$ cat config.mk
export PLATFORM = sky130hd
export DESIGN_NAME = quad_vertex_dedup_indexer_unit
export DESIGN_NICKNAME = d
export VERILOG_FILES = /design/src/rtl/core/qvdi_pkg.sv /design/src/rtl/core/quad_vertex_dedup_indexer_unit.sv /design/src/rtl/core/qvdi_cell.sv
export SDC_FILE = /design/constraint.sdc
export NUM_CORES = 2
export LEC_CHECK = 0
export ABC_CLOCK_PERIOD_IN_PS = 18250
export BUFFER_PORTS_ARGS = -buffer_cell sky130_fd_sc_hd__buf_4
export CAP_MARGIN = 20
export CELL_PAD_IN_SITES_DETAIL_PLACEMENT = 1
export CELL_PAD_IN_SITES_GLOBAL_PLACEMENT = 2
export CORE_MARGIN = 2
export CORE_UTILIZATION = 48
export CTS_CLUSTER_DIAMETER = 30
export CTS_CLUSTER_SIZE = 28
export DETAILED_ROUTE_END_ITERATION = 7
export PLACE_DENSITY = 0.95
export REMOVE_ABC_BUFFERS = 1
export SYNTH_ARGS = -nofsm -noshare
export SYNTH_HDL_FRONTEND = slang
export SYNTH_SLANG_ARGS = --single-unit
$ cat constraint.sdc
create_clock -name clk_i -period 18.25 [get_ports clk_i]
set_clock_uncertainty 0.15 [all_clocks]
set_input_delay 0 -clock clk_i [delete_from_list [all_inputs] [get_ports clk_i]]
set_output_delay 0 -clock clk_i [all_outputs]
set_load 0.02 [all_outputs]
$ cat src/rtl/core/qvdi_pkg.sv
`default_nettype none

package qvdi_pkg;

  localparam int unsigned IDX_W    = 16;
  localparam int unsigned CNT_W    = 17;
  localparam int unsigned IN_W     = 112;
  localparam int unsigned OUT_W    = 40;

  localparam logic [CNT_W-1:0] UNIQUE_SAT         = 17'd65536;
  localparam logic [CNT_W-1:0] VERTEX_SAT         = 17'd131071;
  localparam logic [CNT_W-1:0] MAX_INDEXED_UNIQUE = 17'd65535;

  // Vertex attributes, tex_u in the lowest bits.
  typedef struct packed {
    logic [15:0] pos_z;
    logic [15:0] pos_y;
    logic [15:0] pos_x;
    logic [31:0] rgba;
    logic [15:0] tex_v;
    logic [15:0] tex_u;
  } corner_t;

  // Passed from one corner cell to the next.
  typedef struct packed {
    logic             held;
    logic             hit;
    logic [IDX_W-1:0] idx;
  } link_t;

endpackage

`default_nettype wire

$ cat src/rtl/core/quad_vertex_dedup_indexer_unit.sv
`default_nettype none

// Vertex de-duplicating indexer: one vertex word in, one index word out, one
// word per cycle when not stalled. A row of GROUP_SIZE corner cells holds the
// distinct corners of the current quad; all cells compare the incoming vertex
// in the same cycle and the hit travels down the row, so the match and append
// path sets the cycle time. The result sits in a single output register; input
// is taken whenever that register is empty or being drained. On tlast the word
// carries mesh_indexed and all counters restart for the next mesh.
module quad_vertex_dedup_indexer_unit #(
  parameter int unsigned GROUP_SIZE  = 6,
  parameter int unsigned INDEX_LIMIT = 65536
) (
  input  wire                          clk_i,
  input  wire                          rst_ni,
  input  wire                          s_axis_tvalid_i,
  output logic                         s_axis_tready_o,
  // tex_u[15:0], tex_v[31:16], rgba[63:32], pos_x[79:64], pos_y[95:80], pos_z[111:96]
  input  wire  [qvdi_pkg::IN_W-1:0]    s_axis_tdata_i,
  input  wire                          s_axis_tlast_i,
  output logic                         m_axis_tvalid_o,
  input  wire                          m_axis_tready_i,
  // index[15:0], is_new[16], unique_count[33:17], mesh_indexed[34], zero[39:35]
  output logic [qvdi_pkg::OUT_W-1:0]   m_axis_tdata_o
);

  localparam int unsigned SLOT_W = $clog2(GROUP_SIZE + 1);

  qvdi_pkg::corner_t          corner;
  qvdi_pkg::link_t            link [GROUP_SIZE+1];
  logic                       step;
  logic                       append;
  logic                       clear;
  logic [SLOT_W-1:0]          slot_q, slot_d, slot_after;
  logic [qvdi_pkg::IDX_W-1:0] next_idx_q, next_idx_d;
  logic [qvdi_pkg::CNT_W-1:0] unique_q, unique_d, unique_new;
  logic [qvdi_pkg::CNT_W-1:0] vertex_q, vertex_d, vertex_new;
  logic [qvdi_pkg::IDX_W-1:0] index;
  logic                       group_end;
  logic                       mesh_ok;
  logic                       out_valid_q;
  logic [qvdi_pkg::OUT_W-1:0] out_data_q;

  assign corner          = qvdi_pkg::corner_t'(s_axis_tdata_i);
  assign s_axis_tready_o = !out_valid_q || m_axis_tready_i;
  assign step            = s_axis_tvalid_i && s_axis_tready_o;

  assign link[0] = '{held: 1'b1, hit: 1'b0, idx: '0};

  for (genvar g = 0; g < GROUP_SIZE; g++) begin : g_cell
    qvdi_cell u_cell (
      .clk_i    (clk_i),
      .rst_ni   (rst_ni),
      .clear_i  (clear),
      .append_i (append),
      .corner_i (corner),
      .idx_i    (next_idx_q),
      .link_i   (link[g]),
      .link_o   (link[g+1])
    );
  end

  assign append     = step && !link[GROUP_SIZE].hit;
  assign slot_after = slot_q + 1'b1;
  assign group_end  = slot_after >= SLOT_W'(GROUP_SIZE);
  assign clear      = step && (s_axis_tlast_i || group_end);
  assign index      = link[GROUP_SIZE].hit ? link[GROUP_SIZE].idx : next_idx_q;

  always_comb begin
    unique_new = unique_q;
    if (!link[GROUP_SIZE].hit && unique_q < qvdi_pkg::UNIQUE_SAT) begin
      unique_new = unique_q + 1'b1;
    end
    vertex_new = vertex_q;
    if (vertex_q < qvdi_pkg::VERTEX_SAT) begin
      vertex_new = vertex_q + 1'b1;
    end
  end

  assign mesh_ok = s_axis_tlast_i && (slot_after == SLOT_W'(GROUP_SIZE))
                && (vertex_new <= qvdi_pkg::CNT_W'(INDEX_LIMIT))
                && (unique_new <= qvdi_pkg::MAX_INDEXED_UNIQUE);

  always_comb begin
    slot_d     = slot_q;
    next_idx_d = next_idx_q;
    unique_d   = unique_q;
    vertex_d   = vertex_q;
    if (step) begin
      if (s_axis_tlast_i) begin
        slot_d     = '0;
        next_idx_d = '0;
        unique_d   = '0;
        vertex_d   = '0;
      end else begin
        slot_d     = group_end ? '0 : slot_after;
        next_idx_d = append ? next_idx_q + 1'b1 : next_idx_q;
        unique_d   = unique_new;
        vertex_d   = vertex_new;
      end
    end
  end

  always_ff @(posedge clk_i or negedge rst_ni) begin
    if (!rst_ni) begin
      slot_q      <= '0;
      next_idx_q  <= '0;
      unique_q    <= '0;
      vertex_q    <= '0;
      out_valid_q <= 1'b0;
    end else begin
      slot_q     <= slot_d;
      next_idx_q <= next_idx_d;
      unique_q   <= unique_d;
      vertex_q   <= vertex_d;
      if (step) begin
        out_valid_q <= 1'b1;
      end else if (m_axis_tready_i) begin
        out_valid_q <= 1'b0;
      end
    end
  end

  always_ff @(posedge clk_i) begin
    if (step) begin
      out_data_q <= {5'd0, mesh_ok, unique_new, !link[GROUP_SIZE].hit, index};
    end
  end

  assign m_axis_tvalid_o = out_valid_q;
  assign m_axis_tdata_o  = out_data_q;

endmodule

`default_nettype wire

$ cat src/rtl/core/qvdi_cell.sv
`default_nettype none

module qvdi_cell (
  input  wire                           clk_i,
  input  wire                           rst_ni,
  input  wire                           clear_i,
  input  wire                           append_i,
  input  qvdi_pkg::corner_t             corner_i,
  input  wire  [qvdi_pkg::IDX_W-1:0]    idx_i,
  input  qvdi_pkg::link_t               link_i,
  output qvdi_pkg::link_t               link_o
);

  logic                       held_q, held_d;
  qvdi_pkg::corner_t          corner_q;
  logic [qvdi_pkg::IDX_W-1:0] idx_q;
  logic                       match;
  logic                       take;

  assign match = held_q && (corner_q == corner_i);
  // first free cell in the row takes a new corner
  assign take  = append_i && !held_q && link_i.held;

  always_comb begin
    link_o.held = held_q;
    link_o.hit  = link_i.hit | match;
    link_o.idx  = link_i.hit ? link_i.idx : idx_q;
  end

  always_comb begin
    held_d = held_q;
    if (clear_i) begin
      held_d = 1'b0;
    end else if (take) begin
      held_d = 1'b1;
    end
  end

  always_ff @(posedge clk_i or negedge rst_ni) begin
    if (!rst_ni) begin
      held_q <= 1'b0;
    end else begin
      held_q <= held_d;
    end
  end

  always_ff @(posedge clk_i) begin
    if (take) begin
      corner_q <= corner_i;
      idx_q    <= idx_i;
    end
  end

endmodule

`default_nettype wire

==> out/results.tsv <==
metric	value	unit
htree_levels	4	
tns	0	ns
area_growth	23.13	%
rsz0062_at_grt	no	
cp.arrival	6.12	ns
synth_flop_cell	edfxtp_1	
fin_area	0.04832	mm^2
multi_input_area	0.01265	mm^2
synth_top_area_share	61.45	%
start_util	48.64	%
utilization	59.89	%
ys_ff_latch	863	
syn_inst	2896	
vdd_drop_max	113.8	uV
dieWidth	289.9	um
synth_area	0.03924	mm^2
ios	159	
numCtsBuffers	168	
hold_class	input pin to register	
insertion_delay	0.78	ns
status	completed	
startpoint_type	register	
clock_sinks	863	
drtAntennaViolNets	0	
overflow	0	
grt_usage	38.23	%
required	18.51	ns
rows	104	
grt_pass1_vias	31330	
clk_pin_slew_worst_paths	0.06	ns
synth_edf_count	803	
async_flop_share	6.952	%
routed_wl	161.3	mm
finalCritPeriodShare	32.15	%
synthTopCellsByArea	edfxtp_1 (61%), xnor2_1 (10%), nand4_1 (3.9%)	
syn_area_per_cell	13.55	um^2
fmax	0.1704	GHz
cts_tree	built	
critPathKind	register to register	
wl_per_cell	36.47	um
fp.coreArea	0.08068	mm^2
nNetsFinal	3336	
die_area	0.08405	mm^2
final_hold_viol_count	0	
ys_types	79	
p_leak	0.01631	uW
min_period	5.868	ns
drive_gt1_share	14.63	%
grt_start_max_net_pins	82	
ys_warn_count	0	
post_cts_resized	0	
grt_pass1_wl	228.7	mm
via_per_inst	6.634	
cap_viol_max_count	0	
clk_root_buffer_cell	clkbuf_16	
drt_first_pass_iters	5	
antenna_found_initial	10	
drc	0	
clock_path_buffers	3	
seq_area	0.02561	mm^2
fillCellCount	7536	
cts_setup_buffers	0	
setup_viol	0	
io_buffers	153	
place_hpwl	93.49	mm
ys_seq_area_share	65.28	%
power_density	133.7	mW/mm^2
drtIter0Drc	4124	
worstMarginPinSlew	1.131	ns
gp_congestion	1.003	
finalMaxSlewViolations	0	
num_vias	29340	
die_h	289.9	um
yosys.area.top_type	edfxtp_1	
relSlewSlack	24.59	%
worstSetupEndpointType	register	
postPlaceCellArea	0.04118	mm^2
crit_fanout	66	
## final cells by class
class                      instances  share of cell area, %
tap                             1060                  2.745
multi-input combinational       1811                  26.19
timing repair buffer             300                  5.376
inverter                          70                 0.5438
antenna                            6                0.03107
sequential                       863                  53.01
clock inverter                   114                  2.838
clock buffer                     199                  9.268
## per-layer routing
metal,part of all wire [%],GRT usage [%]
met2,45,59.38
met4,9.4,30.48
met5,0.040,0
met1,32,43.08
met3,13,13.26
## metrics by stage
stage	std cells	power, uW	setup slack (ns)	hold WS (ns)
6_report	4423	6459	12.38	0.05250
5_1_grt	4417	6577	12.35	0.03384
4_1_cts	4414	6373	12.66	0.003335
3_5_place_dp	3980	3156	12.96	-0.001359
3_3_place_gp	3979	3111	12.98	-0.01114
2_1_floorplan	2744	2870	9.310	-0.4456
## worst max-delay path, cell delays in order, from the launching register on
cell and delay (ns):
edfxtp_1 0.40, xor2_1 0.17, nor4_1 0.64, nand3_1 0.21
nor4_1 0.79, and4_1 1.09, or2_4 0.39, nor4_4 0.08
buf_4 0.26, nand2_1 0.14, nor2_4 0.04, buf_4 0.40
buf_4 0.55
## cells by family after synthesis
kind of cell	after synthesis	share of synthesized area (%)
fa+ha+maj	5	0.1594
other cells	1	0.009557
simple gates	980	14.31
xor+xnor	568	12.72
mux	42	1.180
compound gates	211	3.610
flops	863	65.28
buf+inv	226	2.739
## cell usage in the layout, fill, tap and decap left out, types with 8 or more instances in the layout
master	instances
and4_1	8
nor4b_1	9
dfrtp_1	60
o21ai_0	31
nand4b_1	10
o22ai_1	10
nor4_1	86
o2111ai_1	12
mux2i_1	8
or4_1	18
xnor2_1	458
a311oi_1	16
dlygate4sd3_1	120
a22o_1	9
clkbuf_1	22
edfxtp_1	803
mux2_1	28
clkinv_4	12
nand3_1	58
o21ai_1	17
xor2_1	108
a21oi_1	62
nor2_1	81
clkbuf_16	174
nand4_1	242
clkinvlp_4	21
and3_1	11
clkinv_2	25
nor3_1	50
and2_1	9
nor2b_1	15
nand2b_1	203
clkinv_1	21
inv_1	66
nand2_1	138
buf_4	175
bufinv_16	23
## flip-flops by register name, summed over array words and instances, names as in the netlist
| register | cells |
|---|---|
| m_axis_tdata_o | 35 |
| next_idx_q | 16 |
| g_cell.u_cell.held_q | 6 |
| unique_q | 17 |
| slot_q | 3 |
| vertex_q | 17 |
| g_cell.u_cell.corner_q | 672 |
| g_cell.u_cell.idx_q | 96 |
| m_axis_tvalid_o | 1 |
## where the power goes
| group | internal (uW) | switching (uW) | total (uW) |
|---|---|---|---|
| combinational | 216 | 480 | 695 |
| clock | 2090 | 1160 | 3240 |
| sequential | 2390 | 129 | 2520 |
## path summary, 6_finish.rpt
path                       slack, ns  cells after the start                            end                     startpoint
min                             0.05                      2  g_cell[2].u_cell.corner_q[81]             s_axis_tdata_i[81]
max reg2reg                    12.38                     12  g_cell[1].u_cell.corner_q[77]  g_cell[4].u_cell.corner_q[68]
max                            12.38                     12  g_cell[1].u_cell.corner_q[77]  g_cell[4].u_cell.corner_q[68]
min reg2reg                     0.40                      1                   vertex_q[15]                   vertex_q[15]
max in group asynchronous      17.44                      4                    unique_q[0]                         rst_ni
min in group asynchronous       0.21                      4                 next_idx_q[13]                         rst_ni
## synth_stat cells (18+ instances only)
cell and n:
edfxtp_1 803, xnor2_1 458, nand4_1 242, nand2b_1 203
nand2_1 139, buf_2 112, xor2_1 108, nor4_1 89
nor2_1 87, inv_1 66, a21oi_1 62, dfrtp_1 60
nand3_1 58, nor3_1 51, o21ai_0 31, mux2_1 28
clkbuf_1 26, or4_1 18
## timing repair
item                                   4_1_cts  5_1_grt
endpoints found under the hold margin      781        0
hold buffers                               121        0
setup endpoints to repair                    0        0
No activity file was read; power rests on OpenSTA's default activity.
